===== src/design/axis_argmax_argmin_reduce_assert.svh =====
// Assertion macros for the argmax/argmin reduction block
`ifndef AXIS_ARGMAX_ARGMIN_REDUCE_ASSERT_SVH
`define AXIS_ARGMAX_ARGMIN_REDUCE_ASSERT_SVH

`ifndef SYNTH

`define AAMR_ASSERT_IMP(label, ante, cons, msg) \
    label: assert property (@(posedge i_clk) disable iff (!i_rst_n) (ante) |-> (cons)) \
        else $error(msg);

`define AAMR_ASSERT_NXT(label, ante, cons, msg) \
    label: assert property (@(posedge i_clk) disable iff (!i_rst_n) (ante) |=> (cons)) \
        else $error(msg);

`else

`define AAMR_ASSERT_IMP(label, ante, cons, msg)

`define AAMR_ASSERT_NXT(label, ante, cons, msg)

`endif

`endif


===== src/design/aamr_pkg.sv =====
// Shared types and constants for the argmax/argmin reduction block
package aamr_pkg;

    localparam int VAL_W      = 32;
    localparam int IDX_W      = 16;
    localparam int MODE_W     = 2;
    localparam int RLEN_W     = 7;
    localparam int LEN_W      = RLEN_W + 1;
    localparam int CFG_IDX_W  = 2;
    localparam int CFG_DATA_W = 7;

    localparam int DEF_MAX_COLUMNS = 64;
    localparam int DEF_MAX_ROWS    = 1024;

    localparam logic [IDX_W-1:0]  ELEM_TOP        = 16'hFFFF;
    localparam logic [RLEN_W-1:0] ROW_LENGTH_RST  = 7'd64;

    // configuration register indexes
    localparam logic [CFG_IDX_W-1:0] CFG_AXIS_MODE  = 2'd0;
    localparam logic [CFG_IDX_W-1:0] CFG_SEEK_MAX   = 2'd1;
    localparam logic [CFG_IDX_W-1:0] CFG_ROW_LENGTH = 2'd2;

    // axis modes
    localparam logic [MODE_W-1:0] AXIS_WHOLE  = 2'd0;
    localparam logic [MODE_W-1:0] AXIS_COLUMN = 2'd1;
    localparam logic [MODE_W-1:0] AXIS_ROW    = 2'd2;

    typedef enum logic {
        S_RUN,
        S_DRAIN
    } t_state;

    typedef struct packed {
        logic load;       // element belongs to this cell's column
        logic first_row;  // take element unconditionally
        logic seek_max;
        logic shift;      // take neighbor's contents
    } t_cell_ctl;

endpackage


===== src/design/aamr_cell.sv =====
// One column cell: best value and row so far, shifts toward cell 0 on readout
module aamr_cell #(
    parameter int ROW_W = 10
) (
    input  logic                              i_clk,
    input  aamr_pkg::t_cell_ctl               i_ctl,
    input  logic signed [aamr_pkg::VAL_W-1:0] i_value,
    input  logic [ROW_W-1:0]                  i_row,
    input  logic signed [aamr_pkg::VAL_W-1:0] i_next_value,
    input  logic [ROW_W-1:0]                  i_next_row,
    output logic signed [aamr_pkg::VAL_W-1:0] o_value,
    output logic [ROW_W-1:0]                  o_row
);

    logic signed [aamr_pkg::VAL_W-1:0] r_value;
    logic [ROW_W-1:0]                  r_row;
    logic                              w_beats;

    always_comb begin
        w_beats = i_ctl.seek_max ? (i_value > r_value) : (i_value < r_value);
    end

    always_ff @(posedge i_clk) begin
        if (i_ctl.shift) begin
            r_value <= i_next_value;
            r_row   <= i_next_row;
        end else if (i_ctl.load && (i_ctl.first_row || w_beats)) begin
            r_value <= i_value;
            r_row   <= i_row;
        end
    end

    assign o_value = r_value;
    assign o_row   = r_row;

endmodule


===== config.mk =====
export PLATFORM = sky130hd
export DESIGN_NAME = aamr_cell
export DESIGN_NICKNAME = d
export VERILOG_FILES = /design/src/design/axis_argmax_argmin_reduce_assert.svh /design/src/design/aamr_pkg.sv /design/src/design/aamr_cell.sv
export SDC_FILE = /design/constraint.sdc
export NUM_CORES = 1
export LEC_CHECK = 0
export BUFFER_PORTS_ARGS = -buffer_cell sky130_fd_sc_hd__buf_2
export CORE_UTILIZATION = 30
export CTS_BUF_LIST = sky130_fd_sc_hd__clkbuf_4 sky130_fd_sc_hd__clkbuf_8
export DETAILED_ROUTE_END_ITERATION = 12
export GPL_TIMING_DRIVEN = 0
export PLACE_DENSITY = 0.66
export SLEW_MARGIN = 10
export SYNTH_ARGS = -nofsm -noshare
export SYNTH_HDL_FRONTEND = slang
export SYNTH_SLANG_ARGS = --single-unit

===== constraint.sdc =====
create_clock -name i_clk -period 6.8 [get_ports i_clk]
set_input_delay 0.34 -clock i_clk [delete_from_list [all_inputs] [get_ports i_clk]]
set_output_delay 0.34 -clock i_clk [all_outputs]
set_load 0.02 [all_outputs]

==> flow_summary.yaml, run 1 <==
finish:
  seqCellArea_mm2: 0.00126
  multi_input_area_mm2: 0.00121
  final_core_util_pct: 42.8
  antennaDiodeCount: 0
  area_growth_pct: 36.9
  layout-drive-gt1-share_pct: 51.6
  nFillCells: 833
  final_nets: 471
critical_path:
  cp-end-kind: "register"
  arrival_ps: 2970
  path_cells: "inv_1, ha_1, a21oi_1, o21ai_0, a221oi_1, a31oi_1, o22ai_1, mux2i_4, buf_16"
  start_kind: "register"
  reg2reg_slack_ps: 3830
  worstRegToRegCells: 9
  path_max_fanout: 17
  critical_path.max_stage_delay_ps: 620
  worstReg2RegEnd: "o_value[20]"
  required_ps: 6800
  reg2reg_from: "o_value[5]"
  cp_slowest_cell: "mux2i_4"
  critPathKind: "register to register"
die:
  rows: 33
  ios: 131
  core_area_mm2: 0.00830
  die_x_um: 95.0
  initial_core_util_pct: 31.3
  dieArea_mm2: 0.00903
  die_h_um: 95.0
power:
  clkPwrFrac_pct: 24.9
  p_total_mw: 0.826
  p_leak_nw: 1.69
  ir_drop_mv: 0.0936
  combPwrFrac_pct: 32.5
  p_sw_mw: 0.258
  p_per_area_mw_per_mm2: 232
  cellInternalPower_mw: 0.568
  p_sw_share_pct: 31.2
  seqPwrFrac_pct: 42.7
logic_synthesis:
  synth.area.top_cells: "edfxtp_1, mux2_2, ha_1, inv_1, a21oi_1"
  syn_area_mm2: 0.00260
  netlist_instances: 212
  syn_nets: 333
  netlist.area_leader.share_pct: 48.6
  synth_cell_type_count: 22
  yosys_warnings: 0
  synth-seq-area-share_pct: 48.6
  ys_ff_latch: 42
  yosysTopAreaCell: "edfxtp_1"
  avgSynthCellArea_um2: 12.2
detailed_routing:
  vias_per_cell: 4.58
  ant_nets: 0
  num_vias: 2088
  drc_errors: 0
  first_pass_iters: 4
  postRouteWirelength_um: 6150
  drt_iter0_markers: 48
  wl_per_cell_um: 13.5
clocking:
  clkSlewWorstSetupHoldPaths_ps: 80
  cts_made_buffers: 5
  post-cts-setup-buffers: 0
  cts.sinks: 42
  cts_tree: "yes"
  clock_latency_ps: 290
  htree_levels: 2
  cts_hold_buf: 0
  cts_buffer_depth: 2
  cts-resized-gates: 0
  root_buffer: "clkbuf_8"
placed_design:
  hpwl_um: 5070
  io_buffers: 129
  dp_worst_setup_slack_ps: 3730
  place_congestion: 0.742
timing:
  layout_setup_ws_ps: 3830
  rsz0062_at_grt: "no"
  fmax_ghz: 0.337
  min_period_ps: 2970
  setup_viol: 0
  slew_violations: 0
  fin_crit_sh_pct: 43.7
  setup_tns_ps: 0
  worst_slew_pin_slew_ps: 625
  hold_violations: 0
  skew_ps: 9.57
  slew_headroom_pct: 58.3
global_routing:
  grtUsageTotal_pct: 14.1
  grt_overflow_total: 0
  grt_pass1_vias: 2147
  grt_max_degree: 18
  grt_antenna_before_repair: 0
  grt_pass1_wl_um: 9700
worst_hold_path:
  min_path_type: "primary input to register"
  hold_end: "o_value[0]"
  min-delay-start: "i_next_value[0]"
  hold_depth: 3
job:
  maxCapViolations: 0
status:
  status: "complete, no violations"
cell families after synthesis:
logic type / share of synthesized area [%]
compound gates: 6.46
fa+ha+maj: 15.4
buf+inv: 5.35
flops: 48.6
mux: 18.2
simple gates: 6.02
cell usage after synthesis (all sizes together):
library cell and n:
clkbuf 5, nand2b 4, edfxtp 42, a2111o 1
nor2b 1, o211ai 2, nor3 1, o21ai 6
nor2 4, or4 2, a221oi 1, a31oi 1
nand4 8, mux2i 1, mux2 41, a21oi 15
nand3 2, ha 32, inv 32, a211oi 2
o22ai 1, nand2 8
how the worst max path moves through the flow:
stage                            from  cells after the start     endpoint  slack (ps)
after floorplan           o_value[27]                      7     o_row[0]        2520
after global placement     i_value[5]                      8     o_row[2]         980
after detailed placement   i_value[5]                      9     o_row[2]        3730
after CTS                  o_value[5]                      9  o_value[20]        3770
after global routing       o_value[5]                      9  o_value[20]        3580
final                      o_value[5]                      9  o_value[20]        3830
layer usage:
| metal | global-route usage [%] | share of wire, % | vias up |
|---|---|---|---|
| li1 | - | - | 1057 |
| met3 | 3.67 | 7.0 | 7 |
| met1 | 17.3 | 44 | 941 |
| met5 | 0 | 0 | - |
| met4 | 3.41 | 1.0 | 0 |
| met2 | 24.8 | 48 | 83 |
stage by stage:
stage | cells | area (um^2) | hold slack, ps
after floorplan | 212 | 2600 | 531
final | 456 | 3550 | 326
after global placement | 446 | 3370 | 626
after detailed placement | 448 | 3440 | 636
after global routing | 456 | 3550 | 309
after CTS | 456 | 3550 | 316
sequential cells by signal, summed over array words and instances, names as in the netlist:
name / count
o_row: 10
o_value: 32
power by group through the flow:
stage	sequential, mW	combinational [mW]	clock [mW]
3_5_place_dp	0.359	0.272	0
6_report	0.352	0.268	0.205
5_1_grt	0.357	0.301	0.224
2_1_floorplan	0.413	0.107	0
4_1_cts	0.353	0.273	0.215
3_3_place_gp	0.363	0.249	0
cell usage in the layout (no fill, tap or decap), types with 4 or more instances in the layout:
| master | count |
|---|---|
| a21oi_1 | 15 |
| buf_2 | 129 |
| clkbuf_1 | 5 |
| clkbuf_8 | 5 |
| edfxtp_1 | 42 |
| ha_1 | 32 |
| inv_1 | 32 |
| mux2_2 | 41 |
| nand2_1 | 8 |
| nand2b_1 | 4 |
| nand4_1 | 8 |
| nor2_1 | 4 |
| o21ai_0 | 6 |
worst max-delay path: cells and delay by family, from the launching register on:
| family | cells | cell delay [ps] |
|---|---|---|
| buffers and inverters | 2 | 300 |
| AO/OA/AOI/OAI | 5 | 1110 |
| flip-flops | 1 | 400 |
| adder cells (fa/ha/maj) | 1 | 230 |
| multiplexers | 1 | 620 |
final cells by class:
type / instances / share of cell area (%)
buffer: 5 / 0.528
clock buffer: 7 / 2.36
clock inverter: 1 / 0.845
inverter: 32 / 3.38
multi-input combinational: 133 / 34.0
sequential: 42 / 35.5
tap: 105 / 3.70
timing repair buffer: 131 / 19.7
(Power assumes the default switching activity.)
==> inputs of run 2 (changes only) <==
==> constraint.sdc (replaced) <==
create_clock -name i_clk -period 2.9 [get_ports i_clk]
set_input_delay 0.145 -clock i_clk [delete_from_list [all_inputs] [get_ports i_clk]]
set_output_delay 0.145 -clock i_clk [all_outputs]
set_load 0.02 [all_outputs]
==> flow_summary.yaml, run 2 (synthesized netlist as in run 1, its figures left out) <==
status:
  status: "complete, no violations"
critical_path:
  reg2reg_from: "o_value[19]"
  cp_slowest_cell: "or4_1"
  worstRegToRegCells: 8
  crit_path_start: "o_value[19]"
  critPathKind: "register to register"
  start_kind: "register"
  required_ps: 2920
  path_cells: "inv_2, ha_4, nand4_1, or4_1, a31oi_1, o22ai_2, mux2i_4, buf_4"
  critical_path.max_stage_delay_ps: 590
  path_max_fanout: 8
  worst-path-buf-inv: 2
  arrival_ps: 2610
  worstReg2RegEnd: "o_value[28]"
  cp-end-kind: "register"
  crit_cells: 8
  reg2reg_slack_ps: 300
  crit_end: "o_value[28]"
  path_delay_family: "simple AND/OR/NAND/NOR gates"
worst_hold_path:
  min_path_type: "primary input to register"
power:
  p_leak_nw: 1.68
  clkPwrFrac_pct: 25.1
  p_sw_mw: 0.638
  seqPwrFrac_pct: 42.3
  ir_drop_mv: 0.241
  cellInternalPower_mw: 1.32
  p_total_mw: 1.96
  p_per_area_mw_per_mm2: 543
  p_sw_share_pct: 32.5
  combPwrFrac_pct: 32.6
timing:
  slew_violations: 0
  worst_slew_pin_slew_ps: 576
  skew_ps: 7.92
  min_period_ps: 2600
  rsz0062_at_grt: "no"
  layout_setup_ws_ps: 305
  fin_crit_sh_pct: 89.5
  hold_violations: 0
  fmax_ghz: 0.385
  slew_headroom_pct: 61.6
  setup_viol: 0
global_routing:
  grtUsageTotal_pct: 14.3
  grt_antenna_before_repair: 0
  grt_pass1_vias: 2122
  grt_pass1_wl_um: 9870
  grt_overflow_total: 0
  grt_max_degree: 18
die:
  initial_core_util_pct: 31.3
  dieArea_mm2: 0.00903
  core_area_mm2: 0.00830
  ios: 131
  die_h_um: 95.0
  die_x_um: 95.0
  rows: 33
detailed_routing:
  top_layer: "met4"
  first_pass_iters: 4
  drc_errors: 0
  wl_met1_um: 2720
  drt_iter0_markers: 47
  num_vias: 2121
  ant_nets: 0
  wl_met2_um: 3010
  wl_met3_um: 359
  vias_per_cell: 4.63
  postRouteWirelength_um: 6170
  wl_per_cell_um: 13.5
clocking:
  cts_buffer_depth: 2
  cts_hold_buf: 0
  cts.sinks: 42
  root_buffer: "clkbuf_8"
  clkSlewWorstSetupHoldPaths_ps: 90
  htree_levels: 2
  post-cts-setup-buffers: 2
  cts_made_buffers: 5
  clock_latency_ps: 310
  cts_tree: "yes"
  cts-resized-gates: 0
finish:
  fin_cells: 458
  area_growth_pct: 38.9
  final_cell_mix: "buf_2, edfxtp_1, mux2_2"
  layout-drive-gt1-share_pct: 54.1
  layout_commonest_cell: "buf_2"
  antennaDiodeCount: 0
  final_nets: 473
  largest_reg_flops: 32
  nFillCells: 815
placed_design:
  dp.cells: 448
  place_congestion: 0.708
  hpwl_um: 5040
  dp_worst_setup_slack_ps: -43.8
  io_buffers: 129
job:
  maxCapViolations: 0
-- run 2: how the worst min path moves through the flow --
stage                           startpoint     endpoint  slack, ps  depth (start not counted)
after global routing         i_next_row[7]     o_row[7]        130                          2
after floorplan            i_next_value[0]   o_value[0]        340                          2
after detailed placement  i_next_value[29]  o_value[29]        450                          2
after CTS                  i_next_value[4]   o_value[4]        120                          2
after global placement     i_next_value[0]   o_value[0]        430                          3
final                      i_next_value[9]   o_value[9]        140                          2
-- run 2: through the flow --
step           hold slack, ps  setup TNS [ps]  utilization [%]  area, um^2
3_5_place_dp              450           -1270             41.9        3480
5_1_grt                   127               0             43.4        3610
6_report                  135               0             43.4        3610
2_1_floorplan             336           -2220                -        2660
3_3_place_gp              430          -25560             41.4        3430
4_1_cts                   125               0             43.4        3610
-- run 2: power by group through the flow --
stage / logic (mW) / clock network, mW / registers (mW)
after global placement: 0.608 / 0 / 0.843
after detailed placement: 0.644 / 0 / 0.845
final: 0.639 / 0.491 / 0.829
after global routing: 0.723 / 0.526 / 0.842
after floorplan: 0.273 / 0 / 0.963
after CTS: 0.655 / 0.513 / 0.832
-- run 2: cell type report --
type                       instances  area [um^2]  area share (%)
inverter                          32          120            3.33
multi-input combinational        133         1260            34.9
buffer                             5         18.8           0.520
clock buffer                       5         68.8            1.91
tap                              105          131            3.64
timing repair buffer             133          703            19.5
sequential                        42         1260            35.0
clock inverter                     3         45.0            1.25
-- run 2: worst register-to-register path, stage by stage, from the launching register on --
cell and delay, ps:
edfxtp_1 370, inv_2 50, ha_4 260, nand4_1 110
or4_1 590, a31oi_1 250, o22ai_2 140, mux2i_4 310
buf_4 240
-- run 2: routing by layer --
| metal | vias to the layer above | track usage, % |
|---|---|---|
| li1 | 1066 | - |
| met1 | 972 | 17.7 |
| met2 | 75 | 25.1 |
| met3 | 8 | 3.03 |
| met4 | 0 | 4.04 |
| met5 | - | 0 |
==> inputs of run 3 (changes only) <==
--- a/config.mk
+++ b/config.mk
@@ -11,6 +11,7 @@
 export DETAILED_ROUTE_END_ITERATION = 12
 export GPL_TIMING_DRIVEN = 0
 export PLACE_DENSITY = 0.66
+export RECOVER_POWER = 25
 export SLEW_MARGIN = 10
 export SYNTH_ARGS = -nofsm -noshare
 export SYNTH_HDL_FRONTEND = slang
==> flow_summary.yaml, run 3 (synthesized netlist as in run 1, its figures left out) <==
die:
  rows: 33
  die_h_um: 95.0
  ios: 131
  die_x_um: 95.0
  initial_core_util_pct: 31.3
  core_area_mm2: 0.00830
  dieArea_mm2: 0.00903
timing:
  hold_violations: 0
  skew_ps: 7.52
  min_period_ps: 2590
  fmax_ghz: 0.386
  slew_headroom_pct: 61.6
  worst_slew_pin_slew_ps: 576
  fin_hold_ws_ps: 135
  setup_viol: 0
  slew_violations: 0
  rsz0062_at_grt: "no"
  fin_crit_sh_pct: 89.4
power:
  p_leak_nw: 1.61
  p_sw_mw: 0.638
  seqPwrFrac_pct: 42.7
  clkPwrFrac_pct: 25.2
  cellInternalPower_mw: 1.31
  combPwrFrac_pct: 32.1
  ir_drop_mv: 0.241
  p_per_area_mw_per_mm2: 544
  p_sw_share_pct: 32.8
critical_path:
  critPathKind: "register to register"
  cp-end-kind: "register"
  start_kind: "register"
  required_ps: 2920
  arrival_ps: 2610
  reg2reg_slack_ps: 310
  path_max_fanout: 8
detailed_routing:
  postRouteWirelength_um: 6160
  drc_errors: 0
  wl_per_cell_um: 13.4
  drt_iter0_markers: 48
  ant_nets: 0
  first_pass_iters: 4
  num_vias: 2123
  vias_per_cell: 4.64
finish:
  layout-drive-gt1-share_pct: 46.7
  antennaDiodeCount: 0
  fin_cells: 458
  final_nets: 473
  final_area_mm2: 0.00357
  layout_commonest_cell: "buf_2"
  final_cell_mix: "buf_2, edfxtp_1, mux2_2"
  area_growth_pct: 37.6
  largest_reg_flops: 32
  nFillCells: 830
clocking:
  clock_latency_ps: 310
  root_buffer: "clkbuf_8"
  cts.sinks: 42
  cts_tree: "yes"
  cts_hold_buf: 0
  cts_buffer_depth: 2
  clkSlewWorstSetupHoldPaths_ps: 90
  cts_made_buffers: 5
  htree_levels: 2
global_routing:
  grt_pass1_vias: 2122
  grt_use_met3_pct: 3.03
  met2_usage_pct: 25.1
  grt_overflow_total: 0
  grt_pass1_wl_um: 9870
  grt_antenna_before_repair: 0
  grtUsageTotal_pct: 14.3
  globalRouteMet1Util_pct: 17.7
  grt.busiest_layer: "met2"
  grt_max_degree: 18
placed_design:
  placed_cell_area_mm2: 0.00348
  dp.cells: 448
  hpwl_um: 5040
  place_congestion: 0.708
  io_buffers: 129
worst_hold_path:
  min_path_type: "primary input to register"
job:
  maxCapViolations: 0
status:
  status: "complete, no violations"
[run 3: cell count changes in the layout (fill, tap and decap cells not counted)]
cell,previous run,this run
buf_2,129,103
clkbuf_1,5,31
[run 3: what timing repair did]
item / CTS / global route
resized for setup: 0 / 0
endpoints found under the setup margin: 30 / 0
buffers inserted: 2 / 0
[run 3: routing by layer]
layer / vias to the layer above / routed length (um)
li1: 1067 / -
met1: 971 / 2720
met2: 77 / 3010
met3: 8 / 351
met4: 0 / 79
met5: - / 0
[run 3: area by class of cell]
| cell class | instances | area [um^2] | area share (%) |
|---|---|---|---|
| clock inverters | 3 | 45.0 | 1.26 |
| multi-input cells | 133 | 1260 | 35.2 |
| plain buffers | 5 | 18.8 | 0.525 |
| well taps | 105 | 131 | 3.68 |
| flip-flops and latches | 42 | 1260 | 35.3 |
| clock buffers | 5 | 68.8 | 1.93 |
| inverters | 32 | 120 | 3.36 |
| repair buffers | 133 | 671 | 18.8 |
[run 3: path summary, 6_finish.rpt]
path,startpoint,end,cells past startpoint
min reg2reg,o_value[31],o_value[10],5
min,i_next_value[9],o_value[9],2
max reg2reg,o_value[19],o_value[28],8
max,o_value[19],o_value[28],8
[run 3: through the flow]
stage               setup TNS, ps  utilization (%)  power (mW)  setup slack [ps]
floorplan                   -2220                -        1.24             -53.0
global placement           -25560             41.4        1.45              -609
detailed placement          -1270             41.9        1.49             -43.8
CTS                             0             43.4        2.00               231
global route                    0             43.1        2.08              42.4
finish                          0             43.1        1.94               306
[run 3: worst max-delay path: stages, from the launching register on]
cell and delay (ps):
edfxtp_1 370, inv_2 50, ha_4 260, nand4_1 110, or4_1 590, a31oi_1 250
o22ai_2 140, mux2i_4 310, buf_4 240
[run 3: power groups by stage]
stage	clock network [mW]	logic (mW)	registers (mW)
4_1_cts	0.513	0.655	0.832
5_1_grt	0.526	0.707	0.844
3_5_place_dp	0	0.644	0.845
3_3_place_gp	0	0.608	0.843
6_report	0.491	0.624	0.830
2_1_floorplan	0	0.273	0.963
